[config.mk]
export PLATFORM = sky130hd
export DESIGN_NAME = fld_ram
export DESIGN_NICKNAME = d
export VERILOG_FILES = /design/src/design/fld_ram.sv
export SDC_FILE = /design/constraint.sdc
export NUM_CORES = 1
export LEC_CHECK = 0
export ABC_AREA = 1
export BUFFER_PORTS_ARGS = -buffer_cell sky130_fd_sc_hd__buf_2
export CORE_UTILIZATION = 55
export DETAILED_ROUTE_END_ITERATION = 8
export GPL_TIMING_DRIVEN = 1
export PLACE_DENSITY_LB_ADDON = 0.25
export SYNTH_ARGS = -nofsm -noshare
export SYNTH_HDL_FRONTEND = slang
export SYNTH_SLANG_ARGS = --single-unit
[constraint.sdc]
create_clock -name clk -period 1.06 [get_ports clk]
set_input_delay 0.159 -clock clk [delete_from_list [all_inputs] [get_ports clk]]
set_output_delay 0.159 -clock clk [all_outputs]
set_load 0.03 [all_outputs]
[src/design/fld_ram.sv]
// Generic single-write, single-read RAM with registered read data.
// Read returns the old word when read and write hit the same address. No dependencies.
module fld_ram #(
  parameter int WIDTH = 8,
  parameter int DEPTH = 16
) (
  input  logic                     clk,
  input  logic                     we,
  input  logic [$clog2(DEPTH)-1:0] waddr,
  input  logic [WIDTH-1:0]         wdata,
  input  logic                     re,
  input  logic [$clog2(DEPTH)-1:0] raddr,
  output logic [WIDTH-1:0]         rdata
);

  logic [WIDTH-1:0] mem [DEPTH];

  always_ff @(posedge clk) begin
    if (we) begin
      mem[waddr] <= wdata;
    end
    if (re) begin
      rdata <= mem[raddr];
    end
  end

endmodule

; ---- Word-level counts from Yosys, hierarchy flattened
; Memories as Yosys holds them, arrays and structs flattened. A register that Yosys moved wholly into a read port is not among the register bits.
; Index checks and enable logic that the tools add are counted.
[word_totals]
regBits = 0
mem_bits_rw = 128
out_inout_bits = 8
mem_count = 1
[memory_table]
columns = name, words, word_bits, read_ports, rd_clocked_by_memory_dff, write_ports, line_no
row1 = mem, 16, 8, 1, 1, 1, 16  ; logic [WIDTH-1:0] mem [DEPTH];
[op_classes]
mux = 2
[ops]
columns = cell, n
row1 = 1-bit 2-to-1 mux, 2

; ---- Longest topological paths before layout
[logic_depth]
depth_word = 2
ltp_mapped = 8

; ---- Worst setup path before layout
; Ideal clock, no wire load.
[synth_path]
path_type = input to register
start = input port waddr[3]
end = memory mem[4][0] (enable)
t_arrival_ps = 740
required_time_ps = 690
path_slack_ps = -50
path_stages = 2
n_path_buf = 0
path_cell_list = nand3b_1 -> nor2_1
[synth_lines]
columns = item, line_no
row1 = "start, declared", 9  ; input logic [$clog2(DEPTH)-1:0] waddr,
row2 = "end, declared", 16
; Straight into the memory's write port.

; ---- Final worst setup path
[layout_path]
start = register rdata[7], read port of mem
end = output port rdata[7]
[layout_lines]
columns = item, line_no
row1 = "start, declared", 13  ; output logic [WIDTH-1:0] rdata
; No word-level cell between the ends.

==> impl_metrics.tcl <==
set metrics [dict create \
    r2r_slack_ns -0.02 \
    ioPinCount 27 \
    diodes 0 \
    r2r-start "mem[3][1]$_DFFE_PP_" \
    cp-startpoint "rdata[7]$_DFFE_PP_" \
    layout-drive-gt1-share_pct 22.60 \
    max_slew.worst_pin.slew_ns 0.4802 \
    fillCellCount 703 \
    crit_slowest_cell "edfxtp_1" \
    worstHoldPathType "in -> reg" \
    drtIter0Drc 410 \
    clk_pin_slew_ns 0.06 \
    ys_ff_latch 136 \
    io_buffers 26 \
    ys_seq_area_share_pct 69.85 \
    syn_area_per_cell_um2 10.61 \
    hold_path.startpoint "re" \
    setup_viol 12 \
    muxShareOfSynthArea_pct 0 \
    start_util_pct 56.64 \
    coreArea_mm2 0.01032 \
    antenna_found_initial 0 \
    cts_tree "built" \
    cp.depth 1 \
    peakVddDrop_mv 1.108 \
    synth_top_family_by_area "simple AND/OR/NAND/NOR gates" \
    clock_sinks 136 \
    cp-end-kind "primary output" \
    syn_inst 551 \
    num_rows 37 \
    synth_area_mm2 0.005847 \
    synth_compound_area_share_pct 0 \
    postCtsSetupBuffers 0 \
    cp_max_fo 1 \
    fin_util_pct 69.65 \
    fin_cells 751 \
    cp_num_buf_inv 1 \
    ctsRootBufferMaster "clkbuf_8" \
    cts_buffers 17 \
    grt_pass1_wl_um 21020 \
    skew_ns 0.004621 \
    die_w_um 105.1 \
    clock_path_buffers 2 \
    startpoint_type "flop" \
    routed_wl_um 13300 \
    hold_buffers 0 \
    setup_tns_ns -1.535 \
    ant_nets 0 \
    setup_slack_ns -0.2153 \
    routabilityCongestion 0.8420 \
    dr.pass1.iters 5 \
    critPathMaxStageDelay_ns 0.43 \
    vias 3961 \
    grt_pass1_vias 3768 \
    grt_max_degree 34 \
    post-place-ws_ns -0.2768 \
    reg2reg_to "rdata[1]$_DFFE_PP_" \
    drt-wirelength-per-cell_um 17.71 \
    p_per_area_mw_per_mm2 1786 \
    hold_viol 0 \
    htreeDepth 4 \
    syn_nets 570 \
    area.growth.synth_to_final_pct 22.98 \
    drc 0 \
    synth_warnings 0 \
    placed_cells 719 \
    period_needed_ns 1.275 \
    rsz0062_at_grt "true" \
    clk_latency_ns 0.52 \
    grt-ovfl-total 0 \
    total_power_mw 12.84 \
    synth_simple_gate_area_share_pct 20.76 \
    reg2reg_depth 6 \
    vias_per_cell 5.274 \
    p_leak_nw 3.108 \
    max_freq_ghz 0.7841 \
    maxSlewViolCount 0 \
    synthXorXnorAreaFrac_pct 0 \
    ys_types 11 \
    relSlewSlack_pct 67.95 \
    nets 621 \
    dieArea_mm2 0.01105 \
    path_delay_family "flip-flops" \
    arrival_ns 1.12 \
    violations "negative setup slack" \
    worstSetupPathType "reg -> out" \
    dp_hpwl_um 8346 \
    holdPathEnd "rdata[4]$_DFFE_PP_" \
    grt_usage_pct 26.37 \
    whs_path_depth 1 \
    post-route-period-util_pct 120.3 \
    die_h_um 105.1 \
    crit_required_ns 0.90 \
    crit_chain "buf_6" \
    yosys.area_share.adder_pct 0 \
    status "finished, violations left" \
    cap_viol_max_count 0 \
]
[cells in the final DEF, fill, tap and decap left out, drive strengths merged]
cell,Yosys,routed
bufinv,0,4
nand3,97,97
nand2,173,173
clkinvlp,0,1
nand3b,2,2
clkbuf,0,20
clkinv,0,7
inv,102,102
edfxtp,136,136
nor2,17,17
buf,24,56
[worst max-delay path by stage]
stage | to | slack [ns]
final | rdata[7] | -0.22
after global routing | rdata[2] | -0.25
after CTS | rdata[2] | -0.25
after detailed placement | rdata[1]$_DFFE_PP_ | -0.28
after global placement | rdata[6]$_DFFE_PP_ | -0.26
after floorplan | mem[10][0]$_DFFE_PP_ | -0.05
[cell type report]
cell class	instances	area, µm²	share of cell area, %
Sequential cell	136	4084	56.79
Timing Repair Buffer	56	493.0	6.856
Inverter	102	382.9	5.325
Multi-Input combinational cell	289	1479	20.57
Clock buffer	20	425.4	5.916
Tap cell	136	170.2	2.366
Clock inverter	12	156.4	2.175
[kinds of logic after synthesis]
logic type / count (synthesis)
DFF: 136
and+or+nand+nor: 289
buffers and inverters: 126
[state kept, by name, summed over array words and instances (netlist names)]
name / flops
mem: 128
rdata: 8
[power by group]
group / internal, mW / leakage (nW) / switching (mW)
sequential: 6.06 / 1.24 / 0.0440
clock: 3.77 / 0.280 / 2.02
combinational: 0.317 / 1.59 / 0.630
total: 10.1 / 3.11 / 2.70
[routing by layer]
metal / global-route usage, % / vias up / wire [µm]
li1: - / 1885 / -
met1: 37.83 / 1856 / 5624
met2: 39.40 / 202 / 6330
met3: 5.802 / 18 / 1113
met4: 10.56 / 0 / 232
met5: 0 / - / 0
[cell usage after synthesis]
cell | n | area (µm²)
buf_2 | 13 | 65.06
nand3_1 | 97 | 485.5
inv_1 | 100 | 375.4
inv_2 | 2 | 7.510
nand3b_1 | 2 | 15.01
edfxtp_1 | 136 | 4084
buf_6 | 6 | 67.56
buf_1 | 1 | 3.750
buf_4 | 4 | 30.03
nand2_1 | 173 | 649.4
nor2_1 | 17 | 63.81
[through the flow]
stage / hold slack (ns) / instance area (µm²)
global placement: 0.5499 / 6299
finish: 0.01922 / 7191
global route: 0.007655 / 7191
CTS: 0.005200 / 7028
detailed placement: 0.5526 / 6299
floorplan: 0.2579 / 5852
[timing repair]
action	4_1_cts	5_1_grt
gates resized for setup	37	35
pin swaps	12	33
endpoints found under the setup margin	15	16
(Power assumes the default switching activity.)
