[config.mk]
export PLATFORM = sky130hd
export DESIGN_NAME = fld_update
export DESIGN_NICKNAME = d
export VERILOG_FILES = /design/src/design/fld_pkg.sv /design/src/design/fld_update.sv
export SDC_FILE = /design/constraint.sdc
export NUM_CORES = 1
export LEC_CHECK = 0
export ABC_AREA = 1
export CORE_AREA = 2 2 187 189
export DETAILED_ROUTE_END_ITERATION = 7
export DIE_AREA = 0 0 189 191
export DONT_BUFFER_PORTS = 1
export GPL_TIMING_DRIVEN = 0
export PLACE_DENSITY = 0.47
export SETUP_SLACK_MARGIN = 0.4
export SLEW_MARGIN = 0
export SYNTH_ARGS = -nofsm -noshare
export SYNTH_HDL_FRONTEND = slang
export SYNTH_SLANG_ARGS = --single-unit
[constraint.sdc]
create_clock -name vclk -period 4.55
set_input_delay 0.455 -clock vclk [all_inputs]
set_output_delay 0.455 -clock vclk [all_outputs]
set_load 0.1 [all_outputs]
[src/design/fld_pkg.sv]
// Package for the per-flow flowlet detector: sizes, table entry and result types,
// the saturating count helper and the slot mapping. It depends on nothing else.
package fld_pkg;

  localparam int FLOW_SLOTS     = 1024;
  localparam int SLOT_BITS      = $clog2(FLOW_SLOTS);
  localparam int IN_SLOT_BITS   = 10;
  localparam int TS_BITS        = 64;
  localparam int COUNT_BITS     = 32;
  localparam int OUT_BITS       = 32;
  localparam logic [TS_BITS-1:0] GAP_LIMIT_RESET = TS_BITS'(1000000);
  localparam logic [COUNT_BITS-1:0] COUNT_MAX    = {COUNT_BITS{1'b1}};
  localparam logic [COUNT_BITS-1:0] COUNT_ONE    = COUNT_BITS'(1);

  // One row of the flow table.
  typedef struct packed {
    logic                  valid;
    logic [TS_BITS-1:0]    last_ts;
    logic [COUNT_BITS-1:0] pkt_cnt;
    logic [COUNT_BITS-1:0] total;
  } entry_t;

  localparam int ENTRY_BITS = $bits(entry_t);

  // Result of one request.
  typedef struct packed {
    logic [OUT_BITS-1:0] cur_pkts;
    logic [OUT_BITS-1:0] number;
    logic                new_flowlet;
    logic                first_packet;
    logic [OUT_BITS-1:0] closed_pkts;
  } result_t;

  function automatic logic [COUNT_BITS-1:0] sat_inc(input logic [COUNT_BITS-1:0] v);
    sat_inc = (v == COUNT_MAX) ? COUNT_MAX : v + COUNT_ONE;
  endfunction

  function automatic logic [SLOT_BITS-1:0] slot_of(input logic [IN_SLOT_BITS-1:0] s);
    slot_of = SLOT_BITS'(s % FLOW_SLOTS);
  endfunction

endpackage

[src/design/fld_update.sv]
// Per-packet update of one flow table row: gap test, flowlet open/close, counts.
// Depends on fld_pkg.
module fld_update (
  input  fld_pkg::entry_t                  cur_entry,
  input  logic [fld_pkg::TS_BITS-1:0]      ts,
  input  logic [fld_pkg::TS_BITS-1:0]      gap_limit,
  output fld_pkg::entry_t                  next_entry,
  output fld_pkg::result_t                 res
);

  logic [fld_pkg::TS_BITS-1:0]    gap;
  logic                           long_gap;
  logic [fld_pkg::COUNT_BITS-1:0] closed;

  // wrapping gap, compared unsigned
  assign gap      = ts - cur_entry.last_ts;
  assign long_gap = gap > gap_limit;

  always_comb begin
    next_entry         = cur_entry;
    next_entry.valid   = 1'b1;
    next_entry.last_ts = ts;
    closed             = '0;
    res.new_flowlet    = 1'b0;
    res.first_packet   = 1'b0;
    if (!cur_entry.valid) begin
      next_entry.pkt_cnt = fld_pkg::COUNT_ONE;
      next_entry.total   = fld_pkg::COUNT_ONE;
      res.first_packet   = 1'b1;
    end else if (long_gap) begin
      closed             = cur_entry.pkt_cnt;
      next_entry.pkt_cnt = fld_pkg::COUNT_ONE;
      next_entry.total   = fld_pkg::sat_inc(cur_entry.total);
      res.new_flowlet    = 1'b1;
    end else begin
      next_entry.pkt_cnt = fld_pkg::sat_inc(cur_entry.pkt_cnt);
    end
    res.cur_pkts    = fld_pkg::OUT_BITS'(next_entry.pkt_cnt);
    res.number      = fld_pkg::OUT_BITS'(next_entry.total);
    res.closed_pkts = fld_pkg::OUT_BITS'(closed);
  end

endmodule

Word level (Yosys, flattened, before mapping)
Index checks and enable logic that the tools add are counted. Widths: inputs -> output; s select.

Add/sub/neg operators: 3. Magnitude comparators: 1. Equal/unequal tests: 2. Mux-type cells: 10.

Operator list (number): $mux 32 (6); $add 32x1->32 const B (2); $eq 32x32->1 const B (2); $gt 64x64->1 (1); $mux 64 (1); $sub 64x64->64 (1); $mux 1 (3).

Flip-flop bits (word level): 0. Input bits: 257. Output and inout port bits: 227. Word-level logic and storage cells: 16.

Depth between registers and ports, before layout
Word-level depth: 4. Gate-level depth with buffers: 34. Gate-level depth less buffers: 31.

Least setup slack after synthesis
OpenSTA, ideal clock, no wires.

Path type: input-to-output. Start point: input port ts[0] in the netlist's numbering. End point: output port res[86] in the netlist's numbering. Arrival: 5.244 ns. Data required time: 4.095 ns. Setup slack: -1.149 ns. Cell stages on the path: 28. Buffers on the path: 3. Path through: inv_1 > ha_1 > inv_1 > fa_1 > nand2_1 > inv_1 > nand2_1 > nand2_1 > a21oi_1 > o21ai_0 > nand3_1 > nand2_1 > nand3_1 > nand2_1 > nand2_1 > nand2_1 > ha_1 > nand4_1 > nor3_2 > nand4_1 > nor2_2 > nand4_4 > nand2_4 > nand2_1 > buf_4 > buf_6 > nor2_1 > buf_4.

RTL lines: start, declared (RTL line fld_update.sv:5) `input logic [fld_pkg::TS_BITS-1:0] ts,`; end, declared (RTL line fld_update.sv:8) `output fld_pkg::result_t res`.

==> metrics.md <==
| Metric | Value |
|---|---|
| Result of the run | finished, violations left |
| Violations in the final reports | negative setup slack |
| CP startpoint kind | input pin |
| DRC errors left | 0 |
| Max-Cap Viols | 0 |
| Max-slew violation count | 0 |
| Portion of the post-synthesis area used by sequential elements | 0 |
| Total number of placement rows | about 70 |
| Power density cells | ~270 mW/mm2 |
| Global routing met3 resource utilization | 0.0316 |
| Worst slew margin relative to its limit | 0.118 |
| CP Data Required Time | around 4 ns |
| Library cell with the largest summed area after synthesis | sky130_fd_sc_hd__nand2_1 |
| Mean post-synth cell area | 5.19 um2 |
| Detailed-placement wirelength estimate | between 40,000 and 50,000 um |
| Type of the most critical hold path | input pin to output pin |
| Routed WL | ~48,000 um |
| Clock Buffer Count | 0 |
| Netlist Area Pre-Place | 0.0105 mm2 |
| Initial DRC Count | 668 |
| Top-level port count | ~480 |
| Via count | 12,900 |
| Antenna-violating nets left | 0 |
| Most instantiated cells after synthesis | sky130_fd_sc_hd__nand2_1 (484), sky130_fd_sc_hd__inv_1 (368), sky130_fd_sc_hd__nor2_1 (314), sky130_fd_sc_hd__nand3_1 (135), sky130_fd_sc_hd__buf_4 (132) |
| Horizontal die dimension | between 150 and 200 um |
| Setup Total Neg Slack | -92.56 ns |
| Number of cells in the design after placement | approximately 2,500 |
| Largest vdd supply drop | 0.211 mV |
| Startpoint of the most critical hold path | cur_entry[43] |
| Yosys Warn Count | 0 |
| Total congestion overflow | 0 |
| GRT Resource Usage Total | 0.252 |
| Final hold slack | between 1 and 1.5 ns |
| Standby leakage power | ~7 nW |
| Largest cells by area after synthesis | sky130_fd_sc_hd__nand2_1 (17%), sky130_fd_sc_hd__ha_1 (15%), sky130_fd_sc_hd__inv_1 (13%), sky130_fd_sc_hd__nor2_1 (11%), sky130_fd_sc_hd__buf_4 (9.4%) |
| Syn nets | 2,415 |
| Die Footprint | between 0.03 and 0.04 mm2 |
| Kind of critical path | input pin to output pin |
| Dominant cell by count in the synthesized netlist | sky130_fd_sc_hd__nand2_1 |
| Final setup slack of the worst path | -1.01 ns |
| Largest fanout of any net on the critical path | 3 |
| Post-DR wirelength/cell | approximately 19 um |
| Number of setup violations in the final report | ~160 |
| Core Region | around 0.034 mm2 |
| DIE HEIGHT | approximately 190 um |
| Vias per cell | about 5 |
| Fraction of post-synthesis cell area in the top cell type by area | 0.173 |
| Num sequential | 0 |
| Final GP Congestion | 0.918 |
| Tightest Pin Transition | 1.32 ns |
| Min Clock Period, post-route | between 5 and 6 ns |
| Pre-antenna DRT Iters | 5 |
| First-pass GRT wire length | between 70,000 and 80,000 um |
| Area growth, synth to finish | 43.0% |
| Arrival time at the worst endpoint | between 5 and 6 ns |
| Number of port buffers | 0 |
| Post-synthesis cell type count | 37 |
| Count of placed standard cells in the final layout, fillers left out | between 2,000 and 3,000 |
| Number of antenna violations at the first check in global routing | 5 |
| Number of hold buffers added after cts | 0 |
| Share of the clock period used by the worst path after layout | 1.22 |
| Pin count of the biggest net entering global routing | 11 |
| Sequential cell area | 0 um2 |
| Starting density of the core | 0.308 |
| Hold violation total from the final report | 0 |
| Fraction of the core area covered by cells at the end of the flow | 0.441 |
| Most crowded layer after global routing | met2 |
| Synthesized netlist cell count | between 2,000 and 2,500 |
| Timing-limited maximum frequency | roughly 0.18 GHz |
| Share of layout cells above drive strength 1 | 0.285 |
| Met2 global-route usage | 0.482 |
| RSZ-0062 raised after global routing | yes |
| Placed standard-cell area | 0.0127 mm2 |
| Post-layout instance area | roughly 0.015 mm2 |
| Met1 track demand over resource | 0.297 |
| Endpoint type of the worst setup path | output pin |
| Final nets | approximately 2,500 |
| Number of global-route vias before repair | 12,900 |
| Launching element of the worst setup path | ts[0] |
==> layer usage <==
layer	wire length, um	share of wire
met1	19300	0.40
met2	24500	0.51
met3	2860	0.060
met4	1200	0.025
met5	36	0.00075
==> per-stage QoR <==
stage	setup WS, ns	power, mW
floorplan	-0.526	3.12
global placement	-1.88	3.51
detailed placement	-1.92	3.53
CTS	-0.991	3.86
global route	-1.18	4.29
finish	-1.01	4.07
==> power breakdown <==
part              total, mW  switching [mW]  leakage [nW]  internal [mW]
registers                 0               0             0              0
logic                  4.07            2.89          6.98           1.17
clock network  0.0000000294               0    0.00000634   0.0000000294
total                  4.07            2.89          6.98           1.17
==> timing repair <==
item	CTS	global route
endpoints found under the hold margin	0	0
setup buffers	38	17
gates cloned	2	2
gates resized for setup	271	153
pin swaps	93	68
setup endpoints to repair	161	161
==> area by class of cell <==
type | instances | area, um2
well taps | 455 | 569
diodes | 1 | 2.50
multi-input cells | 1503 | 10400
repair buffers | 59 | 611
inverters | 369 | 1400
fillers | 3771 | 19100
plain buffers | 156 | 2040
==> kinds of logic after synthesis <==
group,Yosys count,synth area share
AO/OA/AOI/OAI,223,0.115
other,1,0.000357
AND/OR/NAND/NOR,1085,0.440
adder cells (fa/ha/maj),130,0.155
XOR/XNOR,64,0.0533
buffers and inverters,525,0.236
==> critical path, cell delays in order <==
cell and delay (ns):
sky130_fd_sc_hd__inv_12 0.03, sky130_fd_sc_hd__ha_4 0.11, sky130_fd_sc_hd__inv_2 0.04, sky130_fd_sc_hd__fa_2 0.36, sky130_fd_sc_hd__nand2_2 0.08, sky130_fd_sc_hd__inv_2 0.04
sky130_fd_sc_hd__nand2_2 0.06, sky130_fd_sc_hd__nand2_4 0.07, sky130_fd_sc_hd__a21oi_4 0.24, sky130_fd_sc_hd__inv_2 0.07, sky130_fd_sc_hd__nand2_2 0.07, sky130_fd_sc_hd__nand2_4 0.06
sky130_fd_sc_hd__nand2_1 0.08, sky130_fd_sc_hd__nand2_2 0.11, sky130_fd_sc_hd__nand2_1 0.10, sky130_fd_sc_hd__nand2_2 0.08, sky130_fd_sc_hd__xor2_1 0.15, sky130_fd_sc_hd__ha_1 0.31
sky130_fd_sc_hd__nand4_1 0.09, sky130_fd_sc_hd__nand3b_1 0.33, sky130_fd_sc_hd__nor2_4 0.23, sky130_fd_sc_hd__nand4_4 0.18, sky130_fd_sc_hd__nand2_8 0.11, sky130_fd_sc_hd__buf_6 0.09
sky130_fd_sc_hd__nand4_1 0.99, sky130_fd_sc_hd__buf_12 0.56
==> path summary, 6_finish.rpt <==
check	end	slack, ns	cells past startpoint
worst min-delay path	res[11]	1.11	2
worst max-delay path	res[66]	-1.01	26
==> cells in the final DEF, fill, tap and decap left out, drive strengths merged, types with 2 or more instances in the layout <==
cell type,n
nand3,136
a21boi,2
clkbuf,11
buf,204
a21o,7
inv,368
o21bai,21
ha,129
nand4,61
and3,4
xor2,61
or2,16
o21a,5
a31oi,2
nor2,317
nand2,486
nand3b,7
o21ai,63
a21oi,122
nor4,6
xnor2,3
nor3,51
Note: power is estimated with default switching activity, not from simulation.
